$ cat config.mk
export PLATFORM = sky130hd
export DESIGN_NAME = lobm_scan
export DESIGN_NICKNAME = d
export VERILOG_FILES = /design/src/hw/rtl/lobm_pkg.sv /design/src/hw/rtl/lobm_scan.sv
export SDC_FILE = /design/constraint.sdc
export NUM_CORES = 1
export LEC_CHECK = 0
export BUFFER_PORTS_ARGS = -buffer_cell sky130_fd_sc_hd__buf_2
export CAP_MARGIN = 20
export CELL_PAD_IN_SITES_DETAIL_PLACEMENT = 1
export CELL_PAD_IN_SITES_GLOBAL_PLACEMENT = 2
export CORE_AREA = 2 2 205 207
export DETAILED_ROUTE_END_ITERATION = 8
export DIE_AREA = 0 0 207 209
export GPL_TIMING_DRIVEN = 1
export PLACE_DENSITY_LB_ADDON = 0.1
export SLEW_MARGIN = 10
export SYNTH_ARGS = -nofsm -noshare
export SYNTH_HDL_FRONTEND = slang
export SYNTH_SLANG_ARGS = --single-unit
$ cat constraint.sdc
create_clock -name clk -period 3.8 [get_ports clk]
set_clock_uncertainty 0.2 [all_clocks]
set_input_delay 0 -clock clk [delete_from_list [all_inputs] [get_ports clk]]
set_output_delay 0 -clock clk [all_outputs]
set_load 0.02 [all_outputs]
$ cat src/hw/rtl/lobm_pkg.sv
`default_nettype none
package lobm_pkg;

    localparam int PRICE_LEVELS = 256;
    localparam int PRICE_W      = $clog2(PRICE_LEVELS);
    localparam int LVL_ADDR_W   = PRICE_W + 1;
    localparam int ORDER_SLOTS  = 64;
    localparam int SLOT_W       = 6;
    localparam int CNT_W        = 7;
    localparam int MAX_RESULTS  = 64;
    localparam int TB_AW        = 6;
    localparam int ID_W         = 32;
    localparam int QTY_W        = 16;
    localparam int TOTAL_W      = 22;
    localparam int SUM_W        = 23;
    localparam int CHUNK_BITS   = 4;
    localparam int CHUNK_W      = 1 << CHUNK_BITS;
    localparam int CHUNK_IDX_W  = PRICE_W - CHUNK_BITS;

    localparam logic SIDE_BID = 1'b0;
    localparam logic SIDE_ASK = 1'b1;

    typedef enum logic [1:0] {
        TIF_GTC,
        TIF_IOC,
        TIF_FOK,
        TIF_DTC
    } tif_t;

    typedef enum logic [1:0] {
        STATUS_NOT_RESTED,
        STATUS_RESTED,
        STATUS_FULL,
        STATUS_FOK_KILLED
    } status_t;

    typedef enum logic [3:0] {
        S_IDLE,
        S_FOK_START,
        S_FOK_CHK,
        S_FOK_ADD,
        S_FOK_SCAN,
        S_M_TOP,
        S_M_LVL,
        S_M_SLOT,
        S_M_SCAN,
        S_REST,
        S_R_POP,
        S_R_WR,
        S_EMIT_RD,
        S_EMIT_LD
    } state_t;

    typedef struct packed {
        logic               start;
        logic               side;
        logic [PRICE_W-1:0] from;
    } scan_req_t;

    typedef struct packed {
        logic               done;
        logic               found;
        logic [PRICE_W-1:0] index;
    } scan_rsp_t;

    typedef struct packed {
        logic [TOTAL_W-1:0] total;
        logic [SLOT_W-1:0]  head;
        logic [SLOT_W-1:0]  tail;
    } level_t;

    typedef struct packed {
        logic [ID_W-1:0]  id;
        logic [QTY_W-1:0] rem;
    } slot_t;

    typedef struct packed {
        logic [ID_W-1:0]    rid;
        logic [PRICE_W-1:0] price;
        logic [QTY_W-1:0]   qty;
    } trade_t;

    typedef struct packed {
        logic [ID_W-1:0]    aggressor_id;
        logic [ID_W-1:0]    resting_id;
        logic [PRICE_W-1:0] trade_price;
        logic [QTY_W-1:0]   trade_qty;
        logic               last;
        logic [1:0]         status;
        logic [PRICE_W-1:0] best_bid;
        logic               best_bid_valid;
        logic [PRICE_W-1:0] best_ask;
        logic               best_ask_valid;
        logic [CNT_W-1:0]   resting_count;
    } result_t;

    function automatic logic crosses(input logic side, input logic mkt,
                                     input logic [PRICE_W-1:0] limit,
                                     input logic [PRICE_W-1:0] lvl);
        logic c;
        if (mkt)
            c = 1'b1;
        else if (side == SIDE_BID)
            c = (limit >= lvl);
        else
            c = (limit <= lvl);
        return c;
    endfunction

endpackage
`default_nettype wire

$ cat src/hw/rtl/lobm_scan.sv
`default_nettype none
module lobm_scan (
    input  wire                                           clk,
    input  wire                                           rst_n,
    input  lobm_pkg::scan_req_t                           req,
    input  wire [1:0][lobm_pkg::PRICE_LEVELS-1:0]         exist,
    output lobm_pkg::scan_rsp_t                           rsp
);
    import lobm_pkg::*;

    logic                   busy_reg, busy_next;
    logic                   side_reg, side_next;
    logic [CHUNK_IDX_W-1:0] chunk_reg, chunk_next;
    logic [CHUNK_BITS-1:0]  lo_reg, lo_next;
    logic                   first_reg, first_next;

    logic [CHUNK_W-1:0]     bits;
    logic [CHUNK_W-1:0]     masked;
    logic [CHUNK_BITS-1:0]  enc;
    logic                   any;
    logic                   at_edge;

    always_comb
    begin
        bits   = exist[side_reg][{chunk_reg, {CHUNK_BITS{1'b0}}} +: CHUNK_W];
        masked = bits;
        for (int i = 0; i < CHUNK_W; i++)
        begin
            // first chunk starts at the requested level
            if (first_reg)
            begin
                if (side_reg == SIDE_ASK && CHUNK_BITS'(i) < lo_reg)
                    masked[i] = 1'b0;
                if (side_reg == SIDE_BID && CHUNK_BITS'(i) > lo_reg)
                    masked[i] = 1'b0;
            end
        end
        enc = '0;
        if (side_reg == SIDE_ASK)
        begin
            for (int i = CHUNK_W - 1; i >= 0; i--)
                if (masked[i])
                    enc = CHUNK_BITS'(i);
        end
        else
        begin
            for (int i = 0; i < CHUNK_W; i++)
                if (masked[i])
                    enc = CHUNK_BITS'(i);
        end
        any     = |masked;
        at_edge = (side_reg == SIDE_ASK) ? (chunk_reg == {CHUNK_IDX_W{1'b1}})
                                         : (chunk_reg == '0);

        rsp.done  = busy_reg && (any || at_edge);
        rsp.found = busy_reg && any;
        rsp.index = {chunk_reg, enc};

        busy_next  = busy_reg;
        side_next  = side_reg;
        chunk_next = chunk_reg;
        lo_next    = lo_reg;
        first_next = first_reg;
        if (req.start)
        begin
            busy_next  = 1'b1;
            side_next  = req.side;
            chunk_next = req.from[PRICE_W-1:CHUNK_BITS];
            lo_next    = req.from[CHUNK_BITS-1:0];
            first_next = 1'b1;
        end
        else if (busy_reg)
        begin
            if (any || at_edge)
                busy_next = 1'b0;
            else
            begin
                first_next = 1'b0;
                chunk_next = (side_reg == SIDE_ASK) ? chunk_reg + 1'b1 : chunk_reg - 1'b1;
            end
        end
    end

    always_ff @(posedge clk or negedge rst_n)
    begin
        if (!rst_n)
        begin
            busy_reg  <= 1'b0;
            side_reg  <= 1'b0;
            chunk_reg <= '0;
            lo_reg    <= '0;
            first_reg <= 1'b0;
        end
        else
        begin
            busy_reg  <= busy_next;
            side_reg  <= side_next;
            chunk_reg <= chunk_next;
            lo_reg    <= lo_next;
            first_reg <= first_next;
        end
    end

endmodule
`default_nettype wire

# After elaboration in Yosys (flattened, before gate mapping)
# Index checks and enable logic that the tools add are counted.
dict set report op_classes {
  addsub 2
  order_cmp 33
  eq_ne 2
  shifts 1
  n_mux 93
  n_bitwise 1
  n_reduce_logical 39
}
# op count
set op_table {}
lappend op_table {{2-to-1 mux 256 bit} 2}
lappend op_table {{indexed part select 256 x 9 -> 16 bit} 1}
lappend op_table {{2-to-1 mux 4 bit} 35}
lappend op_table {{2-to-1 mux 1 bit} 56}
lappend op_table {{logical AND 1 bit} 34}
lappend op_table {{> comparator 4 bit (first input constant)} 8}
lappend op_table {{less-than comparator 4 bit (first input constant)} 8}
lappend op_table {{> comparator 3 x 4 -> 1 bit (first input constant)} 4}
lappend op_table {{less-than comparator 3 x 4 -> 1 bit (first input constant)} 4}
lappend op_table {{OR reduction 16 bit} 1}
lappend op_table {{> comparator 1 x 4 -> 1 bit (first input constant)} 2}
lappend op_table {{> comparator 2 x 4 -> 1 bit (first input constant)} 2}
lappend op_table {{less-than comparator 1 x 4 -> 1 bit (first input constant)} 2}
lappend op_table {{less-than comparator 2 x 4 -> 1 bit (first input constant)} 2}
lappend op_table {{adder 4 x 1 -> 4 bit (second input constant)} 1}
lappend op_table {{== test 4 bit (second input constant)} 1}
lappend op_table {{zero test 4 bit} 1}
lappend op_table {{subtractor 4 x 1 -> 4 bit (second input constant)} 1}
lappend op_table {{less-than comparator 1 x 2 -> 1 bit (second input constant)} 1}
lappend op_table {{inequality test 2 bit (second input constant)} 1}
lappend op_table {{AND reduction 2 bit} 1}
lappend op_table {{nonzero test 2 bit} 1}
lappend op_table {{logical OR 1 bit} 1}
lappend op_table {{inverter 1 bit} 1}
dict set report totals {
  reg_bits 11
  in_bits 524
  output_inout_bits 10
  wordCells 176
}

# Depth between registers and ports, before layout
dict set report logic_depth {
  ltp_word 23
  mapped_depth 15
  mapped_depth_nobuf 9
}

# Least setup slack after synthesis
# OpenSTA, ideal clock, no wires.
dict set report synth_timing {
  path_type {reg-to-reg}
  startpoint {register chunk_reg[0]}
  endpoint {register chunk_reg[1]}
  setup_time_ps 132
  t_arrival_ps 3431
  required_ps 3468
  path_slack_ps 37
  path_stages_with_launch 12
  n_path_buf 3
  period_less_slack_ps 3763
  cell_sequence {dfrtp_1 -> buf_2 -> buf_2 -> buf_1 -> mux4_2 -> a221o_1 -> o22ai_2 -> nand4b_1 -> or4_4 -> nor4_4 -> mux2i_1 -> o21ai_1}
}
dict set report synth_between {
  elab_chain_cells 8
  word_cells_on_any_way 62
  classes_between {add/sub: 2; eq/ne: 2; shift: 1; mux: 53; reduce/logical: 4}
}
# item line
set synth_rtl {}
lappend synth_rtl {{from (decl)} lobm_scan.sv:13} ;# logic [CHUNK_IDX_W-1:0] chunk_reg, chunk_next;
lappend synth_rtl {{from (signal assigned)} lobm_scan.sv:98} ;# chunk_reg <= chunk_next;
lappend synth_rtl {{indexed part select 256 x 9 -> 16 bit} lobm_scan.sv:25} ;# bits = exist[side_reg][{chunk_reg, {CHUNK_BITS{1'b0}}} +: CHUNK_W];
lappend synth_rtl {{2-to-1 mux 1 bit} lobm_scan.sv:32} ;# if (side_reg == SIDE_ASK && CHUNK_BITS'(i) < lo_reg)
lappend synth_rtl {{2-to-1 mux 1 bit} lobm_scan.sv:34} ;# if (side_reg == SIDE_BID && CHUNK_BITS'(i) > lo_reg)
lappend synth_rtl {{2-to-1 mux 1 bit} lobm_scan.sv:30} ;# if (first_reg)
lappend synth_rtl {{OR reduction 16 bit} lobm_scan.sv:51} ;# any = |masked;
lappend synth_rtl {{logical OR 1 bit} lobm_scan.sv:74} ;# if (any || at_edge)
lappend synth_rtl {{inequality test 2 bit (no source line)} -}
lappend synth_rtl {{AND reduction 2 bit (no source line)} -}
# Several ways; a longest one is shown, not always the timed one. The select of a mux whose other input is x is not followed.
# A chain may end at the register's enable or synchronous reset.

==> out/results.txt <==
minimum clock period after layout -> 3.697 ns
GRT overflow -> 0
chip width -> 207 µm
overall routing resource usage -> 0.1901
Via Count -> 7,524
ys async rst share -> 1.000
Seq/Total Area, Yosys -> 0.05035
Clock Tree Buf Depth -> 2
Max-Cap Viols -> 0
worst path arrival time -> 3.50 ns
Leak -> 4.567 nW
required time of the critical path -> 3.60 ns
nets -> 1,658
Root Driver -> clkbuf_16
crit path capture -> rsp[0]
dpl cells -> 1,635
post-route ant nets -> 0
final setup violation count -> 0
crit-path max FO -> 13
buffers added on ports -> 533
count leader, synth -> mux4_2
R2R Setup Slk -> 0.14 ns
critical path startpoint -> side_reg$_DFFE_PN0P_
vias per cell -> 4.468
leading area contributor after synthesis -> mux4_2
Fin Hold WS -> -0.02000 ns
later-pin clock latency in the skew report -> 0.25 ns
final wirelength -> 43,420 µm
Final Hold Fails -> 4
DRC Markers -> 0
failing checks -> hold timing
Final Max Tran Viols -> 0
DP HPWL -> 38,400 µm
Site Rows -> 75
flops & latches, synth -> 11
Die Ht -> 209 µm
fraction of layout cells with a size suffix above 1 -> 0.6770
syn_area_per_cell -> 10.09 µm²
headroom to the max-slew limit -> 0.4487
outcome -> complete, but fails checks
CTS tree -> yes
cell depth of the worst flop-to-flop path -> 12
Die ar. -> 43,260 µm²
largest net degree at the start of global routing -> 32
number of enable flip-flop cells after synthesis -> 0
synth cell count leaders -> mux4_2 (86), mux2i_1 (78), a22oi_1 (58)
Top FF cell, synth -> dfrtp_1
core area -> 41,290 µm²
CTS Buf Count -> 3
CP endpoint kind -> output port
CP Class -> flip-flop to output port
worst reg2reg startpoint -> side_reg$_DFFE_PN0P_
Final period util -> 0.9730
critical path launch point type -> flip-flop
Synth-to-Final Area Change -> 79.08%
initial antenna violation count -> 33
Cell Area, Synth -> 5466 µm²
Pwr Density -> 243.0 nW/µm²
Worst Tran Pin Value -> 0.8239 ns
reg2reg end -> chunk_reg[1]$_DFFE_PN0P_
Hold Path Class -> input pin to flip-flop
first-pass GRT wire length -> 60,290 µm
gpl congestion -> 0.8409
vias in the first global route -> 8,524
final design utilization -> 0.2371
Detailed Route Iter0 Violations -> 235
clk sinks -> 11
worst vdd ir -> 113.8 µV
average wire per standard cell -> 25.78 µm
count of different cell masters after synthesis -> 70
Worst-path clk slew -> 0.05 ns
Initial Utilization -> 0.1324
cells after synthesis -> 542
Synth area leaders -> mux4_2 (35%), mux2i_1 (14%), a22oi_1 (8.0%), dfrtp_1 (5.0%), o21ai_0 (2.6%)
drt pass-1 iters -> 4
Synth top area share -> 0.3543
fin cells -> 1,684
fmax -> 270.5 MHz
IO Pins -> 534
H-tree Lvls -> 1
post-synth net total -> 1,069
Syn. warnings -> 0
==> stage by stage <==
stage | power, W | area (µm²) | worst slack, ns | TNS (ns) | hold slack, ns
after floorplan | 0.001160 | 5466 | 0.03699 | 0 | -0.4956
after global placement | 0.002047 | 9201 | -0.05159 | -0.1533 | -0.2681
after detailed placement | 0.002050 | 9201 | -0.05809 | -0.1265 | -0.2780
after CTS | 0.002286 | 9427 | -0.006301 | -0.006301 | 0.004814
after global routing | 0.002554 | 9774 | -0.003136 | -0.005618 | 0.01475
final | 0.002379 | 9789 | 0.1028 | 0 | -0.02000
==> layout make-up <==
cell class / instances / area (µm²)
Inverter: 5 / 18.77
Tap cell: 539 / 674.4
Timing Repair Buffer: 644 / 3752
Multi-Input combinational cell: 466 / 4942
Antenna cell: 15 / 37.54
Fill cell: 4967 / 31500
Sequential cell: 11 / 285.3
Clock buffer: 4 / 78.83
==> logic make-up (layout without fill, tap and decap cells) <==
kind of cell / after synthesis / in the layout / share of synthesized area
multiplexers: 176 / 176 / 0.5356
AO/OA/AOI/OAI: 170 / 170 / 0.2241
AND/OR/NAND/NOR: 114 / 114 / 0.1103
buffers and inverters: 65 / 653 / 0.06661
flip-flops: 11 / 11 / 0.05035
adder cells (fa/ha/maj): 3 / 3 / 0.008239
XOR/XNOR: 3 / 3 / 0.004807
other: 0 / 15 / 0
==> report_power, final <==
part / internal, W / switching [W] / total (W)
combinational: 0.00102 / 0.000989 / 0.00201
sequential: 0.000131 / 0.0000323 / 0.000163
clock: 0.000142 / 0.0000614 / 0.000203
total: 0.00130 / 0.00108 / 0.00238
==> critical path, stage by stage, from the launching register on <==
cell and delay, ns:
dfrtp_4 0.44, buf_4 0.15, buf_16 0.19, buf_6 0.18, mux4_2 0.53, mux2_2 0.30
o211ai_1 0.20, buf_4 0.17, inv_1 0.08, o21ai_4 0.18, a2111oi_4 0.09, o41ai_2 0.31
a41o_1 0.25, buf_6 0.16
==> timing repair <==
| action | in CTS | in global routing |
|---|---|---|
| setup endpoints to repair | 7 | 8 |
| cloned | 0 | 2 |
| setup buffers | 2 | 17 |
| endpoints found under the hold margin | 20 | 0 |
| hold buffers | 10 | 0 |
| resized for setup | 6 | 32 |
| pin swaps | 0 | 10 |
==> placed cells by master (no fill, tap or decap), drive strengths merged, types with 2 or more instances in the layout <==
cell type    instances
buf                631
mux4                91
mux2i               78
a22oi               59
o21ai               32
nand2               31
a21oi               22
nor2                19
diode               15
nand3               14
a22o                14
nor2b               11
dfrtp               11
dlygate4sd3         10
and2                 7
mux2                 7
clkbuf               7
nand2b               6
nor3                 6
a31oi                5
a21o                 4
and3b                3
nand4                3
o21a                 3
inv                  3
a32oi                3
or3                  3
o22ai                3
clkinv               2
and3                 2
a41o                 2
nor3b                2
a221o                2
or2                  2
xnor2                2
ha                   2
o32ai                2
a221oi               2
a32o                 2
a21boi               2
==> layer usage <==
metal  track usage  routed length [µm]  part of all wire
met2        0.3646               23370              0.54
met1        0.2113               16550              0.38
met3       0.04779                2579             0.059
met5             0                 163            0.0038
met4       0.03498                 754             0.017
==> how the worst min path moves through the flow <==
stage	from	endpoint	slack, ns	cells past startpoint
after floorplan	rst_n	busy_reg$_DFF_PN0_	-0.50	0
after global placement	rst_n	lo_reg[1]$_DFFE_PN0P_	-0.27	1
after detailed placement	rst_n	lo_reg[2]$_DFFE_PN0P_	-0.28	1
after CTS	req[9]	chunk_reg[1]$_DFFE_PN0P_	0.005	2
after global routing	req[9]	chunk_reg[0]$_DFFE_PN0P_	0.01	2
final	req[9]	chunk_reg[1]$_DFFE_PN0P_	-0.02	2
Note: power is estimated with default switching activity, not from simulation.
